**src/design/tti_pkg.sv**
```systemverilog
// Shared types and constants for the telemetry time interpolator.
`default_nettype none
package tti_pkg;

  // Both sample tables share one depth (navigation and acceleration).
  localparam int TBL_DEPTH = 1024;
  localparam int TBL_AW    = $clog2(TBL_DEPTH);
  localparam int TBL_CW    = TBL_AW + 1;
  localparam int TIME_W    = 40;
  localparam int VAL_W     = 48;
  localparam int FRAC_W    = 16;

  // Heading circle in 1/64 degree units.
  localparam int FULL_CIRCLE     = 23040;
  localparam int HALF_CIRCLE     = 11520;
  localparam int CIRCLE_AND_HALF = 34560;

  typedef enum logic [1:0] {
    MODE_LOAD_NAV = 2'd0,
    MODE_LOAD_ACC = 2'd1,
    MODE_QUERY    = 2'd2,
    MODE_CLEAR    = 2'd3
  } mode_t;

  typedef enum logic [2:0] {
    ST_OK        = 3'd0,
    ST_NAV_EMPTY = 3'd1,
    ST_ACC_EMPTY = 3'd2,
    ST_FULL      = 3'd3,
    ST_ORDER     = 3'd4
  } status_t;

  typedef enum logic [1:0] {
    RD_NONE = 2'd0,
    RD_MID  = 2'd1,
    RD_LOM1 = 2'd2,
    RD_LO   = 2'd3
  } rd_sel_t;

  typedef enum logic [2:0] {
    LS_SPEED = 3'd0,
    LS_HEAD  = 3'd1,
    LS_LAT   = 3'd2,
    LS_LON   = 3'd3,
    LS_VERT  = 3'd4
  } lerp_sel_t;

  typedef enum logic [3:0] {
    S_IDLE, S_EXEC, S_SRCH_RD, S_SRCH_CMP, S_FETCH0, S_FETCH1, S_FETCH2,
    S_DIV_INIT, S_DIV, S_LD, S_LM, S_LA, S_FIN
  } state_t;

  typedef struct packed {
    logic    load;
    logic    clr;
    logic    srch_init;
    rd_sel_t rd_sel;
    logic    div_init;
    logic    div_step;
  } tbl_cmd_t;

  typedef struct packed {
    logic empty;
    logic full;
    logic ooo;
    logic done;
  } tbl_stat_t;

  typedef struct packed {
    logic      capture;
    tbl_cmd_t  nav;
    tbl_cmd_t  acc;
    logic      res_clear;
    logic      status_set;
    status_t   status_val;
    logic      cnt_set;
    logic      lerp_d;
    logic      lerp_m;
    logic      lerp_a;
    lerp_sel_t lerp_idx;
    logic      out_load;
  } ctrl_cmd_t;

  typedef struct packed {
    mode_t     mode;
    tbl_stat_t nav;
    tbl_stat_t acc;
    logic      out_free;
  } dp_stat_t;

endpackage
`default_nettype wire

```
**src/design/tti_ctrl.sv**
```systemverilog
// Controller state machine that sequences loads, searches, division and interpolation.
`default_nettype none
module tti_ctrl (
  input  wire logic              clk,
  input  wire logic              rst_n,
  input  wire logic              in_valid,
  output logic                   in_ready,
  input  wire tti_pkg::dp_stat_t stat,
  output tti_pkg::ctrl_cmd_t     cmd
);

  tti_pkg::state_t    state_r, state_nxt;
  logic [3:0]         cnt_r, cnt_nxt;
  tti_pkg::lerp_sel_t idx_r, idx_nxt;

  always_ff @(posedge clk) begin
    if (!rst_n) begin
      state_r <= tti_pkg::S_IDLE;
      cnt_r   <= '0;
      idx_r   <= tti_pkg::LS_SPEED;
    end else begin
      state_r <= state_nxt;
      cnt_r   <= cnt_nxt;
      idx_r   <= idx_nxt;
    end
  end

  always_comb begin
    state_nxt    = state_r;
    cnt_nxt      = cnt_r;
    idx_nxt      = idx_r;
    in_ready     = 1'b0;
    cmd          = '0;
    cmd.lerp_idx = idx_r;
    case (state_r)
      tti_pkg::S_IDLE: begin
        in_ready = 1'b1;
        if (in_valid) begin
          cmd.capture = 1'b1;
          state_nxt   = tti_pkg::S_EXEC;
        end
      end
      tti_pkg::S_EXEC: begin
        cmd.res_clear  = 1'b1;
        cmd.status_set = 1'b1;
        cmd.status_val = tti_pkg::ST_OK;
        state_nxt      = tti_pkg::S_FIN;
        case (stat.mode)
          tti_pkg::MODE_LOAD_NAV: begin
            if (stat.nav.full) begin
              cmd.status_val = tti_pkg::ST_FULL;
            end else if (stat.nav.ooo) begin
              cmd.status_val = tti_pkg::ST_ORDER;
            end else begin
              cmd.nav.load = 1'b1;
            end
          end
          tti_pkg::MODE_LOAD_ACC: begin
            if (stat.acc.full) begin
              cmd.status_val = tti_pkg::ST_FULL;
            end else if (stat.acc.ooo) begin
              cmd.status_val = tti_pkg::ST_ORDER;
            end else begin
              cmd.acc.load = 1'b1;
            end
          end
          tti_pkg::MODE_CLEAR: begin
            cmd.nav.clr = 1'b1;
            cmd.acc.clr = 1'b1;
          end
          default: begin
            if (stat.nav.empty) begin
              cmd.status_val = tti_pkg::ST_NAV_EMPTY;
            end else if (stat.acc.empty) begin
              cmd.status_val = tti_pkg::ST_ACC_EMPTY;
            end else begin
              cmd.nav.srch_init = 1'b1;
              cmd.acc.srch_init = 1'b1;
              state_nxt         = tti_pkg::S_SRCH_RD;
            end
          end
        endcase
      end
      tti_pkg::S_SRCH_RD: begin
        // Both searches step together; a finished one ignores further steps.
        if (stat.nav.done && stat.acc.done) begin
          state_nxt = tti_pkg::S_FETCH0;
        end else begin
          cmd.nav.rd_sel = tti_pkg::RD_MID;
          cmd.acc.rd_sel = tti_pkg::RD_MID;
          state_nxt      = tti_pkg::S_SRCH_CMP;
        end
      end
      tti_pkg::S_SRCH_CMP: begin
        state_nxt = tti_pkg::S_SRCH_RD;
      end
      tti_pkg::S_FETCH0: begin
        cmd.nav.rd_sel = tti_pkg::RD_LOM1;
        cmd.acc.rd_sel = tti_pkg::RD_LOM1;
        state_nxt      = tti_pkg::S_FETCH1;
      end
      tti_pkg::S_FETCH1: begin
        cmd.nav.rd_sel = tti_pkg::RD_LO;
        cmd.acc.rd_sel = tti_pkg::RD_LO;
        state_nxt      = tti_pkg::S_FETCH2;
      end
      tti_pkg::S_FETCH2: begin
        state_nxt = tti_pkg::S_DIV_INIT;
      end
      tti_pkg::S_DIV_INIT: begin
        cmd.nav.div_init = 1'b1;
        cmd.acc.div_init = 1'b1;
        cnt_nxt          = '0;
        state_nxt        = tti_pkg::S_DIV;
      end
      tti_pkg::S_DIV: begin
        cmd.nav.div_step = 1'b1;
        cmd.acc.div_step = 1'b1;
        cnt_nxt          = cnt_r + 4'd1;
        if (cnt_r == 4'd15) begin
          idx_nxt   = tti_pkg::LS_SPEED;
          state_nxt = tti_pkg::S_LD;
        end
      end
      tti_pkg::S_LD: begin
        cmd.lerp_d = 1'b1;
        state_nxt  = tti_pkg::S_LM;
      end
      tti_pkg::S_LM: begin
        cmd.lerp_m = 1'b1;
        state_nxt  = tti_pkg::S_LA;
      end
      tti_pkg::S_LA: begin
        cmd.lerp_a  = 1'b1;
        cmd.cnt_set = 1'b1;
        if (idx_r == tti_pkg::LS_VERT) begin
          state_nxt = tti_pkg::S_FIN;
        end else begin
          idx_nxt   = tti_pkg::lerp_sel_t'(idx_r + 3'd1);
          state_nxt = tti_pkg::S_LD;
        end
      end
      tti_pkg::S_FIN: begin
        if (stat.out_free) begin
          cmd.out_load = 1'b1;
          state_nxt    = tti_pkg::S_IDLE;
        end
      end
      default: begin
        state_nxt = tti_pkg::S_IDLE;
      end
    endcase
  end

endmodule
`default_nettype wire
```
**config.mk**
```make
export PLATFORM = sky130hd
export DESIGN_NAME = tti_ctrl
export DESIGN_NICKNAME = d
export VERILOG_FILES = /design/src/design/tti_pkg.sv /design/src/design/tti_ctrl.sv
export SDC_FILE = /design/constraint.sdc
export NUM_CORES = 1
export LEC_CHECK = 0
export BUFFER_PORTS_ARGS = -buffer_cell sky130_fd_sc_hd__buf_2
export CORE_MARGIN = 1.5
export CORE_UTILIZATION = 50
export CTS_CLUSTER_SIZE = 40
export DETAILED_ROUTE_END_ITERATION = 7
export PLACE_DENSITY_LB_ADDON = 0.2
export SLEW_MARGIN = 25
export SYNTH_ARGS = -nofsm -noshare
export SYNTH_HDL_FRONTEND = slang
export SYNTH_SLANG_ARGS = --single-unit
```
**constraint.sdc**
```tcl
create_clock -name clk -period 2.7 [get_ports clk]
set_clock_uncertainty 0.2 [all_clocks]
set_input_delay 0.27 -clock clk [delete_from_list [all_inputs] [get_ports clk]]
set_output_delay 0.27 -clock clk [all_outputs]
set_load 0.01 [all_outputs]
```
## Word level (Yosys, flattened, before mapping)

Cells that the tools add are included.

| cells by class | value |
|---|---|
| magnitude comparators | 0 |
| equality and inequality tests | 20 |
| reductions and logical operators | 8 |
| $add $sub $neg | 2 |
| muxes and demuxes | 45 |
| div/mod/pow operators | 0 |
| shift operators | 0 |
| bitwise operators | 0 |
| multipliers | 0 |

Operators with widths:

| cell | count |
|---|---|
| one-hot mux 4 bit (13 select lines) | 1 |
| 2-to-1 mux 3 bit | 10 |
| equality test 4 bit, second input constant | 6 |
| 2-to-1 mux 4 bit | 6 |
| 2-to-1 mux 1 bit | 21 |
| equality test 4 x 3 -> 1 bit, second input constant | 4 |
| one-hot mux 3 bit (3 select lines) | 1 |
| equality test 4 x 2 -> 1 bit, second input constant | 2 |
| inequality test 2 bit, second input constant | 4 |
| one-hot mux 4 bit (2 select lines) | 1 |
| one-hot mux 2 bit (3 select lines) | 1 |
| one-hot mux 3 bit (2 select lines) | 1 |
| AND reduction 3 bit | 2 |
| 2-to-1 mux 5 bit | 1 |
| adder 4 x 1 -> 4 bit, second input constant | 1 |
| equality test 4 x 1 -> 1 bit, second input constant | 1 |
| zero test 4 bit | 1 |
| 2-to-1 mux 2 bit | 2 |
| nonzero test 2 bit | 2 |
| adder 3 x 1 -> 3 bit, second input constant | 1 |
| equality test 3 bit, second input constant | 1 |
| OR reduction 3 bit | 1 |
| equality test 2 x 1 -> 1 bit, second input constant | 1 |
| equality test 2 bit, second input constant | 1 |
| 2 further kinds | 2 |

| word-level totals | value |
|---|---|
| bits in latches | 0 |
| memories | 0 |
| bits in read-only memories | 0 |
| bits in writable memories | 0 |
| bits of input ports | 14 |
| register bits | 11 |
| output and inout port bits | 29 |

## Logic depth before layout (Yosys ltp)

| logic depth | value |
|---|---|
| depth in word-level cells | 4 |
| mapped depth | 5 |

## Least setup slack after synthesis

Ideal clock, no wire load.

| timing path | value |
|---|---|
| path kind | reg2out |
| start | register state_r[3] |
| end | output cmd[19] (netlist name) |
| stages on the path, launching flop included | 6 |
| data required time | 2.230 ns |
| slack | 0.840 ns |
| arrival time | 1.390 ns |
| path buffers | 0 |
| path through | dfxtp_1 nor2_1 nand3_1 inv_1 nand2b_1 nor4b_1 |

RTL lines:

| element | line | RTL |
|---|---|---|
| start: declaration | tti_ctrl.sv:12 | `tti_pkg::state_t state_r, state_nxt;` |
| start signal: assignment | tti_ctrl.sv:18 | `state_r <= tti_pkg::S_IDLE;` |
| start signal: assignment | tti_ctrl.sv:22 | `state_r <= state_nxt;` |
| end: declaration | tti_ctrl.sv:9 | `output tti_pkg::ctrl_cmd_t cmd` |

==> impl_metrics.csv <==
group,metric,value,unit
grt,grt_usage,20.9,%
sta,hold_viol_final,0,
final_layout,final_area,1110,µm²
grt,grt.overflow.total,0,
sta,min_period,2.45,ns
setup_path,crit_buf_inv,2,
synth,synth-async-reset-ratio,0,%
synth,synth-adder-area-share,3.96,%
grt,grt_pass1_wl,3.19,mm
final_layout,drive_above_1_share,34.4,%
synth,synth_edf_count,0,
pwr,powerDensity,781,nW/µm²
synth,syn_inst,120,
synth,yosys.area.top_type,"dfxtp_1",
synth,synth_top_family_by_area,"simple AND/OR/NAND/NOR gates",
synth,synth.distinct_cells,48,
cts,cts_tree,"done",
cts,cts-root-buf,"clkbuf_4",
die,start_util,54.3,%
pwr,ir_worst_vdd,0.499,mV
sta,finalSetupTns,0,ns
cts,post_cts_resized,0,
synth,synth-simple-area-share,31.1,%
final_layout,antenna_cells,0,
detailed_routing,drt-total-wl,2.09,mm
grt,grt_start_max_net_pins,19,
die,fp.dieH,46.6,µm
cts,clkTransAtPathRegs,0.07,ns
setup_path,critical-path-top-delay-family,"simple AND/OR/NAND/NOR gates",
synth,yosysTopAreaCellShare,23.2,%
sta,fin_crit_sh,90.7,%
setup_path,rrSetupSlack,0.66,ns
grt,antenna_found_initial,0,
setup_path,cp-start-kind,"flip-flop",
sta,maxSlewHeadroom,65.1,%
final_layout,area_delta_synth_final,16.9,%
setup_path,slowest_stage,"dfxtp_1",
detailed_routing,drt_iter0_drc,25,
cts,clk_latency,0.27,ns
synth,syn-num-nets,137,
die,die_area,2170,µm²
sta,rsz0062_at_grt,"no",
detailed_routing,drtPass1Iterations,4,
place,dp_hpwl,1.59,mm
setup_path,cp-end-kind,"output port",
pwr,sequentialPowerShare,35.3,%
cts,clockBufferDepth,2,
die,coreArea,1750,µm²
final_layout,fin_nets,169,
detailed_routing,drc,0,
die,placementRows,15,
die,ioPinCount,43,
hold_path,hold_path_class,"primary input to flip-flop",
grt,grt_pass1_vias,731,
setup_path,crit_type,"flip-flop to output port",
cts,cts_buffers,3,
detailed_routing,dr_total_vias,960,
cts,clock_sink_count,11,
synth,syn_avg_cell_area,7.90,µm²
pwr,clockPowerShare,13.4,%
setup_path,crit_required,2.23,ns
synth,syn_area,948,µm²
cts,postCtsSetupBuffers,0,
final_layout,fillCellCount,165,
pwr,power.switching,410,µW
synth,synth_compound_area_share,24.4,%
pwr,p_int,455,µW
sta,setup_violations,0,
pwr,comb_power_share,51.3,%
synth,synth_xor_area_share,0,%
sta,hold_slack,0.0918,ns
place,gp_congestion,0.857,
outcome,status,"finished, final reports clean",
detailed_routing,vias_per_cell,5.45,
synth,ys_ff_latch,11,
die,die_w,46.6,µm
place,port_buffers,42,
synth,synthFlopType,"dfxtp_1",
synth,yosysSeqAreaShare,23.2,%
run,drv_cap,0,
setup_path,cp_max_fo,18,
sta,max_freq,0.408,GHz
pwr,total_power,865,µW
pwr,leakagePower,0.000552,µW
place,placed_cell_area,1080,µm²
cts,ctsHoldBuffers,0,
setup_path,worstPathCellList,"nor2_1, nand3_1, inv_1, nand2b_1, nor4b_1, buf_2",
synth,synth_mux_area_share,1.06,%
synth,synthTopCellsByArea,"dfxtp_1, buf_4, a21oi_1",
setup_path,slowest_delay,0.46,ns
sta,maxSlewViolCount,0,
pwr,sw_frac_of_total,47.4,%
sta,worstMarginPinSlew,0.523,ns
detailed_routing,wl_per_cell,11.9,µm
setup_path,arrival,1.98,ns
detailed_routing,ant_nets,0,
cts,htreeDepth,1,
synth,ys_warn_count,0,
-- sequential cells by signal, indices dropped and copies added, names as in the netlist --
name / count
idx_r: 3
cnt_r: 4
state_r: 4
-- logic make-up (layout without fill, tap and decap cells) --
logic type	count (synthesis)	after routing
flops	11	11
fa+ha+maj	3	3
mux	1	1
compound gates	31	31
simple gates	48	48
buf+inv	26	57
-- metrics by stage --
step / cells / worst slack, ns / util (%)
floorplan: 120 / 0.840 / -
global placement: 172 / 0.718 / 62.0
detailed placement: 172 / 0.551 / 62.0
CTS: 176 / 0.235 / 63.5
global route: 176 / 0.0627 / 63.5
finish: 176 / 0.250 / 63.5
-- power groups by stage --
stage	clock network (µW)	logic, µW	registers (µW)
2_1_floorplan	0	424	241
3_5_place_dp	0	442	308
5_1_grt	130	495	318
3_3_place_gp	0	438	303
6_report	116	444	306
4_1_cts	116	445	304
-- synth_stat cells (3+ instances only) --
library cell and n:
a21oi_1 9, a31oi_1 3, buf_4 9, dfxtp_1 11, ha_1 3, inv_1 10, nand2_1 11, nand2b_1 4
nand3_1 6, nand3b_1 3, nor2_1 3
-- cell type report --
class                           count  area, µm²  area share (%)
Multi-Input combinational cell     83        574            51.8
Tap cell                           25       31.3            2.82
Timing Repair Buffer               42        210            19.0
Inverter                           11       46.3            4.18
Sequential cell                    11        220            19.9
Clock buffer                        4       26.3            2.37
-- final timing paths --
kind                              to  cells past startpoint                    start
min          state_r[1]$_SDFFE_PN0P_                      2                    rst_n
min reg2reg    cnt_r[3]$_SDFFE_PN0P_                      1    cnt_r[3]$_SDFFE_PN0P_
max reg2reg    cnt_r[3]$_SDFFE_PN0P_                      4  state_r[3]$_SDFFE_PN0P_
max                          cmd[19]                      6  state_r[3]$_SDFFE_PN0P_
-- per-layer routing --
metal	wire length, µm	GRT usage [%]
met5	0	0
met4	0	3.43
met3	124	8.24
met2	947	30.6
met1	1020	29.1
-- placed cells by master (no fill, tap or decap), types with 2 or more instances in the layout --
cell type	count
nor2b_1	2
nor3b_1	2
nand3b_1	3
a211oi_1	2
nand2_1	11
nor3_1	2
nand3_1	6
o211a_1	2
buf_2	42
a31oi_1	3
nor2_1	3
nand2b_1	4
clkbuf_4	3
a21oi_1	9
ha_1	3
inv_1	10
nor4_1	2
a22oi_1	2
and4b_1	2
dfxtp_1	11
Power figures use the tool's default switching activity.
